--- config.mk ---
export PLATFORM = sky130hd
export DESIGN_NAME = text_cell_row_rasterizer
export DESIGN_NICKNAME = d
export VERILOG_FILES = /design/src/tcr_pkg.sv /design/src/tcr_front.sv /design/src/tcr_fifo.sv /design/src/tcr_back.sv /design/src/text_cell_row_rasterizer.sv
export SDC_FILE = /design/constraint.sdc
export NUM_CORES = 1
export LEC_CHECK = 0
export BUFFER_PORTS_ARGS = -buffer_cell sky130_fd_sc_hd__buf_4
export CAP_MARGIN = 40
export CORE_MARGIN = 8
export CORE_UTILIZATION = 37
export CTS_BUF_LIST = sky130_fd_sc_hd__clkbuf_8
export DETAILED_ROUTE_END_ITERATION = 7
export GPL_TIMING_DRIVEN = 0
export HOLD_SLACK_MARGIN = 0.03
export PLACE_DENSITY_LB_ADDON = 0.3
export SLEW_MARGIN = 10
export SYNTH_ARGS = -nofsm -noshare
export SYNTH_HDL_FRONTEND = slang
export SYNTH_SLANG_ARGS = --single-unit
export TNS_END_PERCENT = 50
--- constraint.sdc ---
create_clock -name clk -period 5.4 [get_ports clk]
set_input_delay 0.81 -clock clk [delete_from_list [all_inputs] [get_ports clk]]
set_output_delay 0.81 -clock clk [all_outputs]
set_load 0.1 [all_outputs]
--- src/tcr_pkg.sv ---
// ----------------------------------------------------------------------------
// tcr_pkg
// Shared types and constants for the text cell row rasterizer.
// ----------------------------------------------------------------------------
`default_nettype none

package tcr_pkg;

  // configuration register indexes
  localparam int unsigned CFG_INDEX_W = 3;
  localparam int unsigned CFG_DATA_W  = 6;

  localparam logic [CFG_INDEX_W-1:0] REG_CELL_WIDTH     = 3'd0;
  localparam logic [CFG_INDEX_W-1:0] REG_CELL_HEIGHT    = 3'd1;
  localparam logic [CFG_INDEX_W-1:0] REG_FONT_WIDTH     = 3'd2;
  localparam logic [CFG_INDEX_W-1:0] REG_FONT_HEIGHT    = 3'd3;
  localparam logic [CFG_INDEX_W-1:0] REG_GLYPH_OFFSET_X = 3'd4;
  localparam logic [CFG_INDEX_W-1:0] REG_GLYPH_OFFSET_Y = 3'd5;
  localparam logic [CFG_INDEX_W-1:0] REG_UL_ROW         = 3'd6;
  localparam logic [CFG_INDEX_W-1:0] REG_EFFECT_ENABLE  = 3'd7;

  localparam int unsigned COLOR_W  = 24;
  localparam int unsigned GLYPH_W  = 16;
  localparam int unsigned ROW_W    = 5;
  localparam int unsigned RANGE_W  = 6;
  localparam int unsigned CNT_W    = 5;   // pixel counter, as wide as cell_width

  localparam int unsigned IN_TDATA_W  = 88;
  localparam int unsigned OUT_TDATA_W = 24;

  // effect_enable bits
  localparam int unsigned FX_UNDERLINE = 0;
  localparam int unsigned FX_BOLD      = 1;

  typedef struct packed {
    logic [4:0] cell_width;
    logic [5:0] cell_height;
    logic [4:0] font_width;
    logic [5:0] font_height;
    logic [3:0] glyph_offset_x;
    logic [4:0] glyph_offset_y;
    logic [4:0] ul_row;
    logic [1:0] effect_enable;
  } cfg_t;

  localparam cfg_t CFG_RESET = '{
    cell_width:     5'd8,
    cell_height:    6'd8,
    font_width:     5'd8,
    font_height:    6'd8,
    glyph_offset_x: 4'd0,
    glyph_offset_y: 5'd0,
    ul_row:         5'd0,
    effect_enable:  2'd3
  };

  // fifo status between the queue and its neighbors
  typedef struct packed {
    logic full;
    logic empty;
  } fifo_status_t;

endpackage

`default_nettype wire

--- src/tcr_front.sv ---
// ----------------------------------------------------------------------------
// tcr_front
// Accepts row items, resolves colors, line range and the lit pixel mask.
// ----------------------------------------------------------------------------
`default_nettype none

module tcr_front
  import tcr_pkg::*;
#(
  parameter int unsigned MAX_CELL_WIDTH  = 16,
  parameter int unsigned MAX_CELL_HEIGHT = 32,
  parameter int unsigned GLYPH_ROW_BITS  = 16,
  parameter int unsigned DESC_W          = 2 * COLOR_W + 1 + MAX_CELL_WIDTH
)(
  input  wire logic                  s_tvalid,
  output logic                       s_tready,
  input  wire logic [IN_TDATA_W-1:0] s_tdata,
  input  wire cfg_t                  cfg,
  input  wire fifo_status_t          fifo_status,
  output logic                       push,
  output logic [DESC_W-1:0]          push_data
);

  localparam int unsigned PW = MAX_CELL_WIDTH;

  logic [COLOR_W-1:0] fg_in, bg_in, fg, bg;
  logic [GLYPH_W-1:0] glyph;
  logic [ROW_W-1:0]   row;
  logic               rev, invis, uline, bold, swap, hide;
  logic [RANGE_W-1:0] ls_in, le_in, ls, le, ls_dis, ul_end;
  logic [6:0]         core_end;
  logic [5:0]         span;
  logic               core, line, smear;
  logic [GLYPH_W-1:0] lit16;
  logic [PW+GLYPH_W-1:0] lit_wide;
  logic [PW-1:0]      lit, pix_mask;

  // tdata fields, lowest bits first
  assign fg_in = s_tdata[23:0];
  assign bg_in = s_tdata[47:24];
  assign glyph = s_tdata[63:48];
  assign row   = s_tdata[68:64];
  assign rev   = s_tdata[69];
  assign invis = s_tdata[70];
  assign uline = s_tdata[71];
  assign bold  = s_tdata[72];
  assign swap  = s_tdata[73];
  assign hide  = s_tdata[74];
  assign ls_in = s_tdata[80:75];
  assign le_in = s_tdata[86:81];

  always_comb begin
    // colors: swap first, then hiding copies background into foreground
    if (rev ^ swap) begin
      fg = bg_in;
      bg = fg_in;
    end else begin
      fg = fg_in;
      bg = bg_in;
    end
    if (invis || hide) begin
      fg = bg;
    end

    // cursor line range, an empty range starts at the clamped cell height
    if (32'(cfg.cell_height) < 32'(MAX_CELL_HEIGHT)) begin
      ls_dis = cfg.cell_height;
    end else begin
      ls_dis = RANGE_W'(MAX_CELL_HEIGHT);
    end
    if (ls_in >= le_in) begin
      ls = ls_dis;
      le = '0;
    end else begin
      ls = ls_in;
      le = le_in;
    end
    ul_end = RANGE_W'(cfg.ul_row) + RANGE_W'(1);
    if (cfg.effect_enable[FX_UNDERLINE] && (cfg.ul_row != '0) && uline) begin
      if (ls > RANGE_W'(cfg.ul_row)) begin
        ls = RANGE_W'(cfg.ul_row);
      end
      if (le < ul_end) begin
        le = ul_end;
      end
    end
    line = (RANGE_W'(row) >= ls) && (RANGE_W'(row) < le);

    core_end = 7'(cfg.glyph_offset_y) + 7'(cfg.font_height);
    core = (row >= cfg.glyph_offset_y) && (7'(row) < core_end);

    // glyph bits are used in whole bytes of the font width
    span = ((6'(cfg.font_width) + 6'd7) >> 3) << 3;
    for (int i = 0; i < GLYPH_W; i++) begin
      lit16[i] = core && (6'(i) < span) && (i < GLYPH_ROW_BITS) && glyph[i];
    end
    lit_wide = {{PW{1'b0}}, lit16};
    lit      = lit_wide[PW-1:0];

    smear    = cfg.effect_enable[FX_BOLD] && bold;
    pix_mask = smear ? (lit | (lit << 1)) : lit;
  end

  assign s_tready  = !fifo_status.full;
  // a zero-width cell produces nothing and is dropped here
  assign push      = s_tvalid && s_tready && (cfg.cell_width != '0);
  assign push_data = {pix_mask, line, bg, fg};

endmodule

`default_nettype wire

--- src/tcr_fifo.sv ---
// ----------------------------------------------------------------------------
// tcr_fifo
// Short queue of row descriptors between the front and the pixel engine.
// ----------------------------------------------------------------------------
`default_nettype none

module tcr_fifo
  import tcr_pkg::*;
#(
  parameter int unsigned WIDTH = 65,
  parameter int unsigned DEPTH = 2
)(
  input  wire logic             clk,
  input  wire logic             rst,
  input  wire logic             push,
  input  wire logic [WIDTH-1:0] push_data,
  input  wire logic             pop,
  output logic [WIDTH-1:0]      head_data,
  output fifo_status_t          status
);

  localparam int unsigned PTR_W = (DEPTH > 1) ? $clog2(DEPTH) : 1;
  localparam int unsigned CNT_W_F = $clog2(DEPTH + 1);

  logic [WIDTH-1:0]   entries [DEPTH];
  logic [PTR_W-1:0]   wr_ptr, rd_ptr;
  logic [CNT_W_F-1:0] count;

  function automatic logic [PTR_W-1:0] bump(input logic [PTR_W-1:0] p);
    if (32'(p) == DEPTH - 1) begin
      return '0;
    end
    return p + PTR_W'(1);
  endfunction

  always_ff @(posedge clk) begin
    if (push) begin
      entries[wr_ptr] <= push_data;
    end
  end

  always_ff @(posedge clk) begin
    if (rst) begin
      wr_ptr <= '0;
      rd_ptr <= '0;
      count  <= '0;
    end else begin
      if (push) begin
        wr_ptr <= bump(wr_ptr);
      end
      if (pop) begin
        rd_ptr <= bump(rd_ptr);
      end
      case ({push, pop})
        2'b10:   count <= count + CNT_W_F'(1);
        2'b01:   count <= count - CNT_W_F'(1);
        default: count <= count;
      endcase
    end
  end

  assign head_data    = entries[rd_ptr];
  assign status.full  = (32'(count) == DEPTH);
  assign status.empty = (count == '0);

  a_no_push_full: assert property (@(posedge clk) disable iff (rst)
    status.full |-> !push)
    else $error("descriptor pushed into a full queue");

  a_no_pop_empty: assert property (@(posedge clk) disable iff (rst)
    status.empty |-> !pop)
    else $error("descriptor popped from an empty queue");

  a_count_track: assert property (@(posedge clk) disable iff (rst)
    (push && !pop) |=> (count == $past(count) + CNT_W_F'(1)))
    else $error("queue count lost a push");

endmodule

`default_nettype wire

--- src/tcr_back.sv ---
// ----------------------------------------------------------------------------
// tcr_back
// Pixel engine: walks one descriptor a pixel per clock, unless the output stalls, into the output stage.
// ----------------------------------------------------------------------------
`default_nettype none

module tcr_back
  import tcr_pkg::*;
#(
  parameter int unsigned MAX_CELL_WIDTH = 16,
  parameter int unsigned DESC_W         = 2 * COLOR_W + 1 + MAX_CELL_WIDTH
)(
  input  wire logic                   clk,
  input  wire logic                   rst,
  input  wire cfg_t                   cfg,
  input  wire fifo_status_t           fifo_status,
  input  wire logic [DESC_W-1:0]      head_data,
  output logic                        pop,
  output logic                        m_tvalid,
  input  wire logic                   m_tready,
  output logic [OUT_TDATA_W-1:0]      m_tdata,
  output logic                        m_tlast
);

  localparam int unsigned PW = MAX_CELL_WIDTH;

  logic [COLOR_W-1:0] fg, bg, color;
  logic               line, pad, lit, last, fire, head_valid;
  logic [PW-1:0]      pix_mask, mask_shift;
  logic [CNT_W-1:0]   k, k_next, x, cw, ox;

  assign fg       = head_data[23:0];
  assign bg       = head_data[47:24];
  assign line     = head_data[48];
  assign pix_mask = head_data[DESC_W-1:49];

  always_comb begin
    if (32'(cfg.cell_width) < 32'(MAX_CELL_WIDTH)) begin
      cw = cfg.cell_width;
    end else begin
      cw = CNT_W'(MAX_CELL_WIDTH);
    end
    if (CNT_W'(cfg.glyph_offset_x) < cw) begin
      ox = CNT_W'(cfg.glyph_offset_x);
    end else begin
      ox = cw;
    end
  end

  assign head_valid = !fifo_status.empty;
  assign fire       = head_valid && (!m_tvalid || m_tready);
  assign pad        = (k < ox);
  assign x          = k - ox;
  assign mask_shift = pix_mask >> x;
  assign lit        = !pad && mask_shift[0];
  assign color      = (line || lit) ? fg : bg;
  assign last       = (k + CNT_W'(1)) == cw;
  assign pop        = fire && last;
  assign k_next     = last ? '0 : k + CNT_W'(1);

  always_ff @(posedge clk) begin
    if (rst) begin
      k        <= '0;
      m_tvalid <= 1'b0;
    end else begin
      if (fire) begin
        k        <= k_next;
        m_tvalid <= 1'b1;
      end else if (m_tready) begin
        m_tvalid <= 1'b0;
      end
    end
  end

  // pixel payload, red in the lowest byte
  always_ff @(posedge clk) begin
    if (fire) begin
      m_tdata <= {color[7:0], color[15:8], color[23:16]};
      m_tlast <= last;
    end
  end

  a_k_in_cell: assert property (@(posedge clk) disable iff (rst)
    head_valid |-> (k < cw))
    else $error("pixel counter ran past the cell width");

  a_k_idle_zero: assert property (@(posedge clk) disable iff (rst)
    !head_valid |-> (k == '0))
    else $error("pixel counter not at row start while idle");

  a_last_wraps: assert property (@(posedge clk) disable iff (rst)
    pop |=> (k == '0))
    else $error("row finished without restarting the counter");

endmodule

`default_nettype wire

--- src/text_cell_row_rasterizer.sv ---
// ----------------------------------------------------------------------------
// text_cell_row_rasterizer
// Expands one pixel row of a text cell into a stream of RGB pixels.
// ----------------------------------------------------------------------------
// Each input item is one pixel row of one character cell; the block answers
// with min(cell_width, MAX_CELL_WIDTH) pixels, left to right, tlast on the
// final one, and nothing for a zero cell width. The front resolves colors,
// cursor/underline line range and the lit pixel mask in the cycle an item is
// accepted and places it in a two-entry queue; the pixel engine emits one
// pixel per clock while m_tready allows, and the next row follows with no
// gap. The first pixel of a row passes the queue entry and then the output
// register after its item is accepted into an idle block. Input is taken
// whenever the queue has room, independent of output stalls. Configuration
// writes are accepted every cycle and take effect at once, so they belong
// between rows.
`default_nettype none

module text_cell_row_rasterizer
  import tcr_pkg::*;
#(
  parameter int unsigned MAX_CELL_WIDTH  = 16,
  parameter int unsigned MAX_CELL_HEIGHT = 32,
  parameter int unsigned GLYPH_ROW_BITS  = 16
)(
  input  wire logic                   clk,
  input  wire logic                   rst,
  input  wire logic                   s_tvalid,
  output logic                        s_tready,
  // fg_color[23:0], bg_color[47:24], glyph_bits[63:48], row[68:64],
  // cell_reverse[69], cell_invisible[70], cell_underline[71], cell_bold[72],
  // swap_colors[73], hide_glyph[74], line_first[80:75], line_stop[86:81]
  input  wire logic [IN_TDATA_W-1:0]  s_tdata,
  output logic                        m_tvalid,
  input  wire logic                   m_tready,
  // red[7:0], green[15:8], blue[23:16]
  output logic [OUT_TDATA_W-1:0]      m_tdata,
  output logic                        m_tlast,
  input  wire logic                   cfg_valid,
  output logic                        cfg_ready,
  input  wire logic [CFG_INDEX_W-1:0] cfg_index,
  input  wire logic [CFG_DATA_W-1:0]  cfg_data
);

  localparam int unsigned DESC_W = 2 * COLOR_W + 1 + MAX_CELL_WIDTH;

  cfg_t               cfg;
  fifo_status_t       fifo_status;
  logic               push, pop;
  logic [DESC_W-1:0]  push_data, head_data;

  assign cfg_ready = 1'b1;

  always_ff @(posedge clk) begin
    if (rst) begin
      cfg <= CFG_RESET;
    end else if (cfg_valid && cfg_ready) begin
      case (cfg_index)
        REG_CELL_WIDTH:     cfg.cell_width     <= cfg_data[4:0];
        REG_CELL_HEIGHT:    cfg.cell_height    <= cfg_data[5:0];
        REG_FONT_WIDTH:     cfg.font_width     <= cfg_data[4:0];
        REG_FONT_HEIGHT:    cfg.font_height    <= cfg_data[5:0];
        REG_GLYPH_OFFSET_X: cfg.glyph_offset_x <= cfg_data[3:0];
        REG_GLYPH_OFFSET_Y: cfg.glyph_offset_y <= cfg_data[4:0];
        REG_UL_ROW:         cfg.ul_row         <= cfg_data[4:0];
        REG_EFFECT_ENABLE:  cfg.effect_enable  <= cfg_data[1:0];
        default:            cfg <= cfg;
      endcase
    end
  end

  tcr_front #(
    .MAX_CELL_WIDTH  (MAX_CELL_WIDTH),
    .MAX_CELL_HEIGHT (MAX_CELL_HEIGHT),
    .GLYPH_ROW_BITS  (GLYPH_ROW_BITS),
    .DESC_W          (DESC_W)
  ) u_front (
    .s_tvalid    (s_tvalid),
    .s_tready    (s_tready),
    .s_tdata     (s_tdata),
    .cfg         (cfg),
    .fifo_status (fifo_status),
    .push        (push),
    .push_data   (push_data)
  );

  tcr_fifo #(
    .WIDTH (DESC_W),
    .DEPTH (2)
  ) u_fifo (
    .clk       (clk),
    .rst       (rst),
    .push      (push),
    .push_data (push_data),
    .pop       (pop),
    .head_data (head_data),
    .status    (fifo_status)
  );

  tcr_back #(
    .MAX_CELL_WIDTH (MAX_CELL_WIDTH),
    .DESC_W         (DESC_W)
  ) u_back (
    .clk         (clk),
    .rst         (rst),
    .cfg         (cfg),
    .fifo_status (fifo_status),
    .head_data   (head_data),
    .pop         (pop),
    .m_tvalid    (m_tvalid),
    .m_tready    (m_tready),
    .m_tdata     (m_tdata),
    .m_tlast     (m_tlast)
  );

endmodule

`default_nettype wire
Word-level counts from Yosys, hierarchy flattened

Memory sizes are Yosys's and may differ from the RTL's. A register that Yosys moved wholly into a read port is not among the register bits.
Cells that the tools add are included.

Bits in registers: 73
Memory bits (writable): 130
Input bits: 102
Output and inout bits: 28
Memories: 1

Add/sub/neg operators: 9
$lt $le $gt $ge: 27
Eq/ne operators: 11
Shifts and indexed selects: 1
Multiplexer cells: 32
Bitwise operators: 2
Reductions and logical operators: 63

Memories:

| memory         | words | width | rd ports | clocked after Yosys merged registers in | wr ports | line           | source |
|---|---|---|---|---|---|---|---|
| u_fifo.entries | 2     | 65    | 1        | 1                                       | 1        | tcr_fifo.sv:25 | `logic [WIDTH-1:0] entries [DEPTH];` |

Operators with widths:

| cell                                               | number |
|---|---|
| two-way mux 24 bit                                 | 4 |
| < comparator 4 x 6 -> 1 bit (first input constant) | 8 |
| logical AND 1 bit                                  | 42 |
| two-way mux 6 bit                                  | 7 |
| < comparator 3 x 6 -> 1 bit (first input constant) | 4 |
| two-way mux 1 bit                                  | 16 |
| two-way mux 16 bit                                 | 1 |
| bitwise OR 16 bit                                  | 1 |
| AND reduction 2 bit                                | 8 |
| right shift 16 x 5 -> 1 bit                        | 1 |
| two-way mux 5 bit                                  | 3 |
| == test 3 bit (second input constant)              | 4 |
| < comparator 1 x 6 -> 1 bit (first input constant) | 2 |
| < comparator 2 x 6 -> 1 bit (first input constant) | 2 |
| nonzero test 5 bit                                 | 2 |
| adder 5 x 6 -> 7 bit                               | 1 |
| < comparator 5 x 7 -> 1 bit                        | 1 |
| adder 5 x 1 -> 6 bit (second input constant)       | 1 |
| adder 5 x 3 -> 6 bit (second input constant)       | 1 |
| == test 3 x 2 -> 1 bit (second input constant)     | 2 |
| >= comparator 5 x 6 -> 1 bit                       | 1 |
| >= comparator 6 bit                                | 1 |
| greater-than comparator 6 x 5 -> 1 bit             | 1 |
| < comparator 5 x 6 -> 1 bit                        | 1 |
| 22 further kinds                                   | 30 |

Depth between registers and ports, before layout

Gate-level depths: netlist (run 1).

Depth after elaboration: 9
Mapped depth: 26
Gate-level depth less buffers: 24

Modules after synthesis

A second synthesis (run 1) with hierarchy kept.

Cell total of the unflattened synthesis: 790
Area total of the unflattened synthesis: 10515.1 µm²

Modules (own cells, without submodules):

| module                   | instances | cells each | area an instance (µm²) | sequential area each (µm²) |
|---|---|---|---|---|
| tcr_fifo                 | 1         | 224        | 4888.4                 | 4003.8 |
| tcr_front                | 1         | 273        | 2172.1                 | 0.0 |
| tcr_back                 | 1         | 145        | 1871.8                 | 870.8 |
| text_cell_row_rasterizer | 1         | 148        | 1582.8                 | 760.7 |

Least setup slack after synthesis (run 1)

No wires, ideal clock.

Kind: input -> register
Start: input s_tdata[75]
End: memory u_fifo.entries[0][48] (data pin)
Setup time: 163 ps
Arrival time: 4824 ps
Data required time: 5237 ps
Slack: 413 ps
Stages: 23
Buffers on the path: 2
Cells stage by stage: inv_1 -> ha_1 -> nand2b_1 -> a21o_1 -> a21oi_1 -> o21a_1 -> buf_2 -> clkbuf_1 -> nand2_1 -> inv_1 -> ha_1 -> a21o_1 -> a21o_1 -> a211o_1 -> nor3_1 -> a21oi_1 -> mux2_2 -> ha_1 -> a21o_1 -> a211o_1 -> nor3_1 -> a31oi_1 -> a31oi_1

Longest elaborated chain between the ends: 7

RTL lines:

| item                                                                                | line                             | source |
|---|---|---|
| start, declared                                                                     | text_cell_row_rasterizer.sv:32   | `input wire logic [IN_TDATA_W-1:0] s_tdata,` |
| >= comparator 6 bit                                                                 | tcr_front.sv:71                  | `if (ls_in >= le_in) begin` |
| two-way mux 6 bit                                                                   | tcr_front.sv:71                  |  |
| greater-than comparator 6 x 5 -> 1 bit / < comparator 6 bit (equally long branches) | tcr_front.sv:80, tcr_front.sv:83 |  |
| two-way mux 6 bit (on tied branches)                                                | tcr_front.sv:80, tcr_front.sv:83 |  |
| two-way mux 6 bit                                                                   | tcr_front.sv:79                  | `if (cfg.effect_enable[FX_UNDERLINE] && (cfg.ul_row != '0) && uline) begin` |
| >= comparator 5 x 6 -> 1 bit / < comparator 5 x 6 -> 1 bit (equally long branches)  | tcr_front.sv:87                  | `line = (RANGE_W'(row) >= ls) && (RANGE_W'(row) < le);` |
| logical AND 1 bit *                                                                 | tcr_front.sv:87                  |  |
| via push_data[48]                                                                   | text_cell_row_rasterizer.sv:49   | `logic [DESC_W-1:0] push_data, head_data;` |
| end, declared                                                                       | tcr_fifo.sv:25                   |  |

Mark *: on every way through the listed nets, which the timed path passes. The rest lies on a longest branch.

Worst setup path after layout (run 1)

Ends and elaborated chain as after synthesis.

==> results_dict.tcl, run 1 <==
set metrics [dict create \
    cts.sinks 204 \
    met2_length_um 10500 \
    grt_antenna_before_repair 0 \
    post-cts-setup-buffers 0 \
    initial_utilization_pct 37.5 \
    grtUsageTotal_pct 13.2 \
    irDropWorstVdd_v 0.000204 \
    die_width_um 181 \
    clock_latency_ns 0.51 \
    crit_path_start_kind "input port" \
    synth_top_cell_by_area "sky130_fd_sc_hd__edfxtp_1" \
    route.detailed.vias_per_inst 5.07 \
    grt_first_pass_wirelength_um 35100 \
    post_synth.cell_area_avg_um2 13.8 \
    cts-buffers-inserted 35 \
    wl_um 22200 \
    clk_pin_slew_ns 0.06 \
    grt_max_degree 25 \
    core_area_mm2 0.0269 \
    synth.top_cells.by_area "sky130_fd_sc_hd__edfxtp_1 46%, sky130_fd_sc_hd__dfxtp_1 9.7%, sky130_fd_sc_hd__mux4_1 7.3%" \
    yosys_register_bits 204 \
    worst-endpoint-arrival_ns 5.41 \
    layout_overhead_on_the_synthesized_area_pct 21.4 \
    worstSetupPathType "in2reg" \
    drt_first_pass_iters 6 \
    post_route_cells_drive_above_1_share_pct 27.1 \
    design.die.area_mm2 0.0328 \
    synth-edff-count 155 \
    timing.critical_path.fanout_max 10 \
    final_min_period_over_clock_period_pct 95.0 \
    syn-instance-count 730 \
    final-hold-violation-count 0 \
    clockBufferDepth 3 \
    worstPathRequired_ns 5.68 \
    fin_total_pwr_mw 4.22 \
    top_cells_by_count_synth "155 x sky130_fd_sc_hd__edfxtp_1, 81 x sky130_fd_sc_hd__nor2_1, 52 x sky130_fd_sc_hd__mux2_2, 51 x sky130_fd_sc_hd__ha_1, 49 x sky130_fd_sc_hd__dfxtp_1" \
    wl_met1_um 10300 \
    final-setup-viol-count 0 \
    postSynth.topFlopCell "sky130_fd_sc_hd__edfxtp_1" \
    cts_tree "built" \
    slew_headroom_pct 39.8 \
    status "finished clean" \
    cellPowerDensity_mw_per_mm2 345 \
    yosysUniqueCellTypes 54 \
    dr.first_iter.drc_count 329 \
    detail_route.drc_violations 0 \
    final.hold.worst_slack_ns 0.470 \
    clock_tree.root_cell "sky130_fd_sc_hd__clkbuf_8" \
    met3RoutedLength_um 1060 \
    timing.hold.worst.class "reg2reg" \
    total_leakage_power_nw 4.77 \
    synth-seq-area-share_pct 55.9 \
    place.port_buffers 123 \
    htree_levels 2 \
    place.detailed.hpwl_um 15900 \
    route.vias.total 6393 \
    timing_max_transition_violations_final 0 \
    endpoint_kind "flip-flop" \
    wl_per_cell_um 17.6 \
    period_needed_ns 5.13 \
    final_antenna_net_count 0 \
    whs_path_depth 1 \
    chipHeight_um 181 \
    r2r_cells 18 \
    first_global_vias 6636 \
    syn-cell-area_mm2 0.0101 \
    max_clock_freq_mhz 195 \
    yosys.cell_count.top_type "sky130_fd_sc_hd__edfxtp_1" \
    gp_routability_congestion 0.814 \
    grt.overflow.total 0 \
    setup_tns_ns 0 \
    ios 130 \
    ys.warnings.count 0 \
    max-cap-violations 0 \
    row_count 60 \
    rsz0062_at_grt "no" \
    top_layer_used "met4" \
    asyncSetResetFlopFracSynth_pct 0 \
    fin_skew_ns 0.0231 \
    synthDominantCellAreaShare_pct 46.1 \
    antenna-diode-count 0 \
    max_slew.worst_pin.slew_ns 0.899 \
    finish.net_count 1052 \
]
[layout make-up]
cell class | instances | area (um^2)
tap | 341 | 427
timing repair buffer | 129 | 1040
buffer | 27 | 170
sequential | 204 | 5640
clock buffer | 38 | 523
clock inverter | 23 | 139
inverter | 36 | 135
fill | 2468 | 14600
multi-input combinational | 464 | 4180
[worst max-delay path, cell delays in order]
cell and delay [ns]:
sky130_fd_sc_hd__buf_4 0.09, sky130_fd_sc_hd__inv_1 0.04, sky130_fd_sc_hd__ha_1 0.27, sky130_fd_sc_hd__nand2b_1 0.13, sky130_fd_sc_hd__a21o_1 0.17, sky130_fd_sc_hd__a21oi_1 0.14
sky130_fd_sc_hd__o21a_1 0.13, sky130_fd_sc_hd__buf_2 0.18, sky130_fd_sc_hd__clkbuf_2 0.24, sky130_fd_sc_hd__nand2_1 0.10, sky130_fd_sc_hd__inv_1 0.06, sky130_fd_sc_hd__ha_1 0.23
sky130_fd_sc_hd__a21o_1 0.16, sky130_fd_sc_hd__a21o_1 0.17, sky130_fd_sc_hd__a211o_1 0.34, sky130_fd_sc_hd__nor3_1 0.28, sky130_fd_sc_hd__a21oi_2 0.16, sky130_fd_sc_hd__mux2_2 0.31
sky130_fd_sc_hd__ha_1 0.29, sky130_fd_sc_hd__a21o_1 0.16, sky130_fd_sc_hd__a211o_1 0.30, sky130_fd_sc_hd__nor3_1 0.14, sky130_fd_sc_hd__a31oi_1 0.12, sky130_fd_sc_hd__a31oi_2 0.38
[power breakdown]
part / internal [mW] / switching, mW
logic: 0.351 / 0.623
clock network: 0.702 / 0.610
registers: 1.89 / 0.0453
[path summary, 6_finish.rpt]
kind | start | end | slack [ns]
worst max register to register | cfg[37]$_SDFFE_PP0P_ | u_back.m_tdata[8]$_DFFE_PP_ | 0.99
worst min register to register | cfg[0]$_SDFFE_PP1P_ | cfg[0]$_SDFFE_PP1P_ | 0.47
worst max-delay path | s_tdata[75] | u_fifo.entries[0][48]$_DFFE_PP_ | 0.27
worst min-delay path | cfg[0]$_SDFFE_PP1P_ | cfg[0]$_SDFFE_PP1P_ | 0.47
[flip-flops by register name, indices dropped and copies added (netlist names), named ones only]
signal           cells
u_fifo.entries     130
cfg                 38
u_back.m_tdata      24
u_back.k             5
u_fifo.count         2
u_back.m_tlast       1
u_back.m_tvalid      1
u_fifo.rd_ptr        1
u_fifo.wr_ptr        1
[through the flow]
stage          cell area, um^2  setup slack [ns]  instances  util, %
2_1_floorplan            10100             0.413        731        -
3_3_place_gp             11400            -0.855       1195     42.6
3_5_place_dp             11600            -0.572       1201     43.0
4_1_cts                  12200             0.137       1262     45.5
5_1_grt                  12200            0.0163       1262     45.6
6_report                 12200             0.268       1262     45.6
[cell families after synthesis]
group                      count (synthesis)  share of synthesized area (%)
buffers and inverters                     63                           3.00
and+or+nand+nor                          162                           7.73
DFF                                      204                           55.9
xor gates and xnor gates                  20                           2.07
adders and majority gates                 53                           6.72
AOI/OAI and AO/OA                        103                           6.61
muxes                                    124                           18.0
other                                      1                         0.0372
[what timing repair did]
action | in CTS | in global routing
endpoints found under the setup margin | 2 | 2
hold buffers | 0 | 0
resized for setup | 1 | 3
pin swaps | 0 | 1
[layer usage]
metal / vias to the layer above / GRT usage (%)
met3: 30 / 2.89
met4: 0 / 3.90
li1: 3105 / -
met1: 3102 / 16.9
met2: 156 / 22.3
met5: - / 0
[layout by cell type (no fill, tap or decap), drive strengths merged, types with 19 or more instances in the layout]
cell and count:
nor2 81, dfxtp 49, ha 51, buf 137
mux2i 40, clkbuf 55, nand2b 19, mux4 32
a21oi 38, edfxtp 155, inv 48, mux2 52
(Power assumes the default switching activity.)
==> run 2: changes to the inputs <==
Settings changed: CELL_PAD_IN_SITES_DETAIL_PLACEMENT set to 2, CELL_PAD_IN_SITES_GLOBAL_PLACEMENT set to 2, CORE_MARGIN 8 to not set, CORE_UTILIZATION 37 to 42.
==> results_dict.tcl, run 2 (same netlist as run 1, synthesis figures left out) <==
set metrics [dict create \
    status "finished clean" \
    grtUsageTotal_pct 23.3 \
    ios 130 \
    cts.sinks 204 \
    regMostFlops "u_fifo.entries" \
    wl_um 27900 \
    worst-endpoint-arrival_ns 5.44 \
    htree_levels 2 \
    cts-buffers-inserted 36 \
    detailedPlace.worstSlack_ns -0.699 \
    drt_first_pass_iters 4 \
    place.detailed.hpwl_um 20400 \
    timing.hold.worst.class "reg2reg" \
    cpMostUsedCell "sky130_fd_sc_hd__a21o_1" \
    first_global_vias 7710 \
    postLayoutSetupSlackWorst_ns 0.253 \
    critical_path.max_stage_delay_ns 0.35 \
    post-cts-setup-buffers 0 \
    max_slew.worst_pin.slew_ns 0.887 \
    clk_pin_slew_ns 0.06 \
    placed_area_mm2 0.0115 \
    largest_reg_flops 130 \
    final_min_period_over_clock_period_pct 95.3 \
    initial_utilization_pct 42.8 \
    endpoint_kind "flip-flop" \
    timing.critical_path.fanout_max 10 \
    design.die.area_mm2 0.0246 \
    r2r_cells 19 \
    rr_startpoint "cfg[37]$_SDFFE_PP0P_" \
    post_route_cells_drive_above_1_share_pct 26.8 \
    worstSetupPathDepth 24 \
    clock_tree.root_cell "sky130_fd_sc_hd__clkbuf_8" \
    gp_routability_congestion 0.875 \
    crit_path_cell_trace "buf_4 -> inv_1 -> ha_1 -> nand2b_1 -> a21o_1 -> a21oi_1 -> o21a_1 -> buf_2 -> clkbuf_4 -> nand2_1 -> inv_1 -> ha_1 -> a21o_1 -> a21o_1 -> a211o_1 -> nor2_1 -> a21oi_1 -> mux2_2 -> ha_1 -> a21o_1 -> a211o_1 -> nor3_1 -> a31oi_1 -> a31oi_2" \
    reg2reg_to "u_back.m_tdata[19]$_DFFE_PP_" \
    place.port_buffers 123 \
    cts_tree "built" \
    mostFrequentLayoutCells "155 x sky130_fd_sc_hd__edfxtp_1, 124 x sky130_fd_sc_hd__buf_4, 79 x sky130_fd_sc_hd__nor2_1" \
    rsz0062_at_grt "no" \
    crit_path_start_kind "input port" \
    period_needed_ns 5.15 \
    max_clock_freq_mhz 194 \
    setup_tns_ns 0 \
    detail_route.drc_violations 0 \
    final-hold-violation-count 0 \
    whs_endpoint "cfg[0]$_SDFFE_PP1P_" \
    hold_path_startpoint "cfg[0]$_SDFFE_PP1P_" \
    max-cap-violations 0 \
    worstPathRequired_ns 5.70 \
    grt_max_degree 28 \
    grt.overflow.total 0 \
    fin_skew_ns 0.0250 \
    timing_max_transition_violations_final 0 \
    mostFrequentLayoutCell "sky130_fd_sc_hd__edfxtp_1" \
    wl_per_cell_um 22.4 \
    grt_antenna_before_repair 1 \
    final_antenna_net_count 0 \
    clock_latency_ns 0.52 \
    irDropWorstVdd_v 0.000233 \
    dr.first_iter.drc_count 214 \
    top_regs "u_fifo.entries x130, cfg x38, u_back.m_tdata x24" \
    ff2ff_setup_slack_ns 0.77 \
    final-setup-viol-count 0 \
    total_leakage_power_nw 4.78 \
    worstSetupPathType "in2reg" \
    worst_setup_path_startpoint "s_tdata[75]" \
    final.hold.worst_slack_ns 0.503 \
    fin_area_mm2 0.0122 \
    critPathSlowestCell "sky130_fd_sc_hd__a211o_1" \
    route.vias.total 6719 \
    timing.critical_path.max_delay_family "compound AO/OA/AOI/OAI gates" \
    finish.net_count 1054 \
    chipHeight_um 157 \
    grt_first_pass_wirelength_um 43100 \
    layout_overhead_on_the_synthesized_area_pct 21.1 \
    slew_headroom_pct 40.9 \
    clockBufferDepth 3 \
    route.detailed.vias_per_inst 5.40 \
    worstPathBufferInverterCount 5 \
    whs_path_depth 1 \
    core_area_mm2 0.0235 \
    die_width_um 157 \
    row_count 56 \
    cellPowerDensity_mw_per_mm2 349 \
]
## run 2: per-layer routing
| metal | routed length (um) | vias up | global-route usage [%] | share of wire, % |
|---|---|---|---|---|
| met5 | 0 | - | 0 | 0 |
| met4 | 600 | 0 | 7.47 | 2.2 |
| met3 | 896 | 48 | 3.25 | 3.2 |
| met2 | 15000 | 151 | 44.1 | 54 |
| met1 | 11400 | 3419 | 26.9 | 41 |
| li1 | - | 3101 | - | - |
## run 2: area by class of cell
type | instances | area, um^2
antenna | 1 | 2.50
buffer | 27 | 173
clock buffer | 39 | 537
clock inverter | 25 | 104
fill | 2291 | 11300
inverter | 36 | 135
multi-input combinational | 464 | 4180
sequential | 204 | 5640
tap | 319 | 399
timing repair buffer | 130 | 1050
## run 2: timing repair
item	4_1_cts	5_1_grt
hold buffers	0	0
endpoints found under the setup margin	2	2
resized for setup	1	6
hold endpoints to repair	0	0
pin swaps	0	0
## run 2: worst max-delay path by stage
stage	end	slack, ns
floorplan	u_fifo.entries[0][48]$_DFFE_PP_	0.41
global placement	u_fifo.entries[0][48]$_DFFE_PP_	-0.48
detailed placement	u_fifo.entries[0][48]$_DFFE_PP_	-0.70
CTS	u_fifo.entries[0][48]$_DFFE_PP_	0.006
global route	u_fifo.entries[0][48]$_DFFE_PP_	0.04
finish	u_fifo.entries[0][48]$_DFFE_PP_	0.25
## run 2: metrics by stage
stage	util [%]	power [mW]	cells
6_report	51.9	4.27	1245
3_3_place_gp	48.5	2.90	1173
3_5_place_dp	49.1	3.00	1179
5_1_grt	51.9	4.43	1245
4_1_cts	51.8	4.31	1243
2_1_floorplan	-	2.65	731
## run 2: power breakdown
part | leakage, nW | total [mW] | internal, mW | switching, mW
Clock | 0.372 | 1.30 | 0.665 | 0.634
Combinational | 2.55 | 1.02 | 0.357 | 0.662
Sequential | 1.85 | 1.95 | 1.89 | 0.0571
Total | 4.78 | 4.27 | 2.91 | 1.35
==> run 3: changes to the inputs <==
--- a/config.mk
+++ b/config.mk
@@ -15,3 +15,2 @@
 export GPL_TIMING_DRIVEN = 0
-export HOLD_SLACK_MARGIN = 0.03
 export PLACE_DENSITY_LB_ADDON = 0.3
==> constraint.sdc (replaced) <==
create_clock -name clk -period 5.4 [get_ports clk]
set_input_delay 1.08 -clock clk [delete_from_list [all_inputs] [get_ports clk]]
set_output_delay 1.08 -clock clk [all_outputs]
set_load 0.1 [all_outputs]
==> results_dict.tcl, run 3 (same netlist as run 1, synthesis figures left out) <==
set metrics [dict create \
    numPlacedInstances 1179 \
    max-cap-violations 0 \
    place.port_buffers 123 \
    grt.overflow.total 0 \
    postLayoutSetupSlackWorst_ns 0.177 \
    endpoint_kind "flip-flop" \
    largest_reg_flops 130 \
    internal_power_mw 2.91 \
    period_needed_ns 5.22 \
    post_route_cells_drive_above_1_share_pct 27.2 \
    cts_hold_buf 0 \
    final_min_period_over_clock_period_pct 96.7 \
    grt_antenna_before_repair 1 \
    finish.net_count 1054 \
    total_leakage_power_nw 4.78 \
    timing_max_transition_violations_final 0 \
    clock_tree.root_cell "sky130_fd_sc_hd__clkbuf_8" \
    part_of_the_power_in_combinational_logic_pct 24.0 \
    setup_tns_ns 0 \
    critical_path.max_stage_delay_ns 0.37 \
    post-cts-setup-buffers 0 \
    grt_first_pass_wirelength_um 43000 \
    place.detailed.hpwl_um 20400 \
    cellPowerDensity_mw_per_mm2 349 \
    worstSetupPathType "in2reg" \
    final_antenna_net_count 0 \
    final-hold-violation-count 0 \
    stdcell_count 1245 \
    timing.hold.worst.class "reg2reg" \
    gp_routability_congestion 0.875 \
    timing.critical_path.max_delay_family "compound AO/OA/AOI/OAI gates" \
    placed_area_mm2 0.0115 \
    sw_frac_of_total_pct 31.8 \
    mostFrequentLayoutCell "sky130_fd_sc_hd__edfxtp_1" \
    wl_um 28000 \
    final-setup-viol-count 0 \
    clockBufferDepth 3 \
    irDropWorstVdd_v 0.000233 \
    worst-endpoint-arrival_ns 5.53 \
    chipHeight_um 157 \
    share_clk_of_total_power_pct 30.4 \
    route.detailed.vias_per_inst 5.40 \
    regMostFlops "u_fifo.entries" \
    worstPathRequired_ns 5.70 \
    cts_tree "built" \
    initial_utilization_pct 42.8 \
    critPathSlowestCell "sky130_fd_sc_hd__a211o_4" \
    core_area_mm2 0.0235 \
    crit_path_start_kind "input port" \
    netSwitchingPower_mw 1.36 \
    design.die.area_mm2 0.0246 \
    die_width_um 157 \
    worstPathBufferInverterCount 5 \
    layout_overhead_on_the_synthesized_area_pct 21.4 \
    max_clock_freq_mhz 191 \
    row_count 56 \
    grt_max_degree 28 \
    timing.critical_path.fanout_max 10 \
    clk_pin_slew_ns 0.06 \
    max_slew.worst_pin.slew_ns 0.894 \
    cpMostUsedCell "sky130_fd_sc_hd__a21o_1" \
    wl_per_cell_um 22.5 \
    ios 130 \
    cts-buffers-inserted 36 \
    fin_skew_ns 0.0249 \
    crit_path_cell_trace "buf_4 -> inv_1 -> ha_1 -> nand2b_1 -> a21o_1 -> a21oi_1 -> o21a_1 -> buf_4 -> buf_6 -> nand2_1 -> inv_1 -> ha_1 -> a21o_1 -> a21o_1 -> a211o_4 -> nor2_2 -> a21oi_2 -> mux2_2 -> ha_1 -> a21o_1 -> a211o_1 -> nor3_1 -> a31oi_1 -> a31oi_2" \
    first_global_vias 7710 \
    top_regs "u_fifo.entries x130, cfg x38, u_back.m_tdata x24" \
    detail_route.drc_violations 0 \
    detailedPlace.worstSlack_ns -0.969 \
    fin_area_mm2 0.0122 \
    mostFrequentLayoutCells "155 x sky130_fd_sc_hd__edfxtp_1, 125 x sky130_fd_sc_hd__buf_4, 78 x sky130_fd_sc_hd__nor2_1" \
    status "finished clean" \
    slew_headroom_pct 40.4 \
    power_frac_seq_pct 45.6 \
    cts.sinks 204 \
    drt_first_pass_iters 4 \
    htree_levels 2 \
    grtUsageTotal_pct 23.3 \
    dr.first_iter.drc_count 228 \
    clock_latency_ns 0.53 \
    route.vias.total 6728 \
]
## run 3: metrics by stage
stage | util [%] | power, mW | hold WS, ns
final | 52.0 | 4.27 | 0.494
after global routing | 52.0 | 4.44 | 0.531
after CTS | 51.9 | 4.31 | 0.503
after detailed placement | 49.1 | 3.00 | 0.473
after global placement | 48.5 | 2.90 | 0.449
after floorplan | - | 2.65 | 0.427
## run 3: per-layer routing
| metal | wire length (um) | up-vias | GRT usage [%] |
|---|---|---|---|
| met1 | 11400 | 3436 | 26.9 |
| li1 | - | 3107 | - |
| met4 | 544 | 0 | 7.42 |
| met3 | 904 | 42 | 3.22 |
| met5 | 0 | - | 0 |
| met2 | 15100 | 143 | 44.1 |
## run 3: final cells by class
class / instances / area (um^2)
Timing Repair Buffer: 130 / 1050
Sequential cell: 204 / 5640
Antenna cell: 1 / 2.50
Clock inverter: 25 / 104
Buffer: 27 / 179
Multi-Input combinational cell: 464 / 4210
Fill cell: 2285 / 11300
Tap cell: 319 / 399
Clock buffer: 39 / 537
Inverter: 36 / 135
## run 3: power groups by stage
stage,Combinational (mW),Clock [mW],Sequential (mW)
2_1_floorplan,0.426,0,2.23
3_3_place_gp,0.927,0,1.98
3_5_place_dp,1.02,0,1.98
4_1_cts,1.03,1.33,1.95
5_1_grt,1.09,1.39,1.96
6_report,1.02,1.30,1.95
## run 3: path summary, 6_finish.rpt
path	endpoint	slack (ns)	startpoint	cells after the start
min reg2reg	cfg[0]$_SDFFE_PP1P_	0.49	cfg[0]$_SDFFE_PP1P_	1
max reg2reg	u_back.m_tdata[19]$_DFFE_PP_	0.74	cfg[37]$_SDFFE_PP0P_	19
min	cfg[0]$_SDFFE_PP1P_	0.49	cfg[0]$_SDFFE_PP1P_	1
max	u_fifo.entries[0][48]$_DFFE_PP_	0.18	s_tdata[75]	24
## run 3: worst register-to-register path: cells and delay by family, from the launching register on
kind	cells	cell delay (ns)
AOI/OAI and AO/OA	5	0.92
adders and majority gates	3	0.85
buffers and inverters	3	0.73
muxes	3	0.72
and+or+nand+nor	4	0.59
DFF	1	0.39
xor gates and xnor gates	1	0.22
## run 3: timing repair
item,CTS,global route
pin swaps,1,1
setup endpoints to repair,2,2
resized for setup,6,10
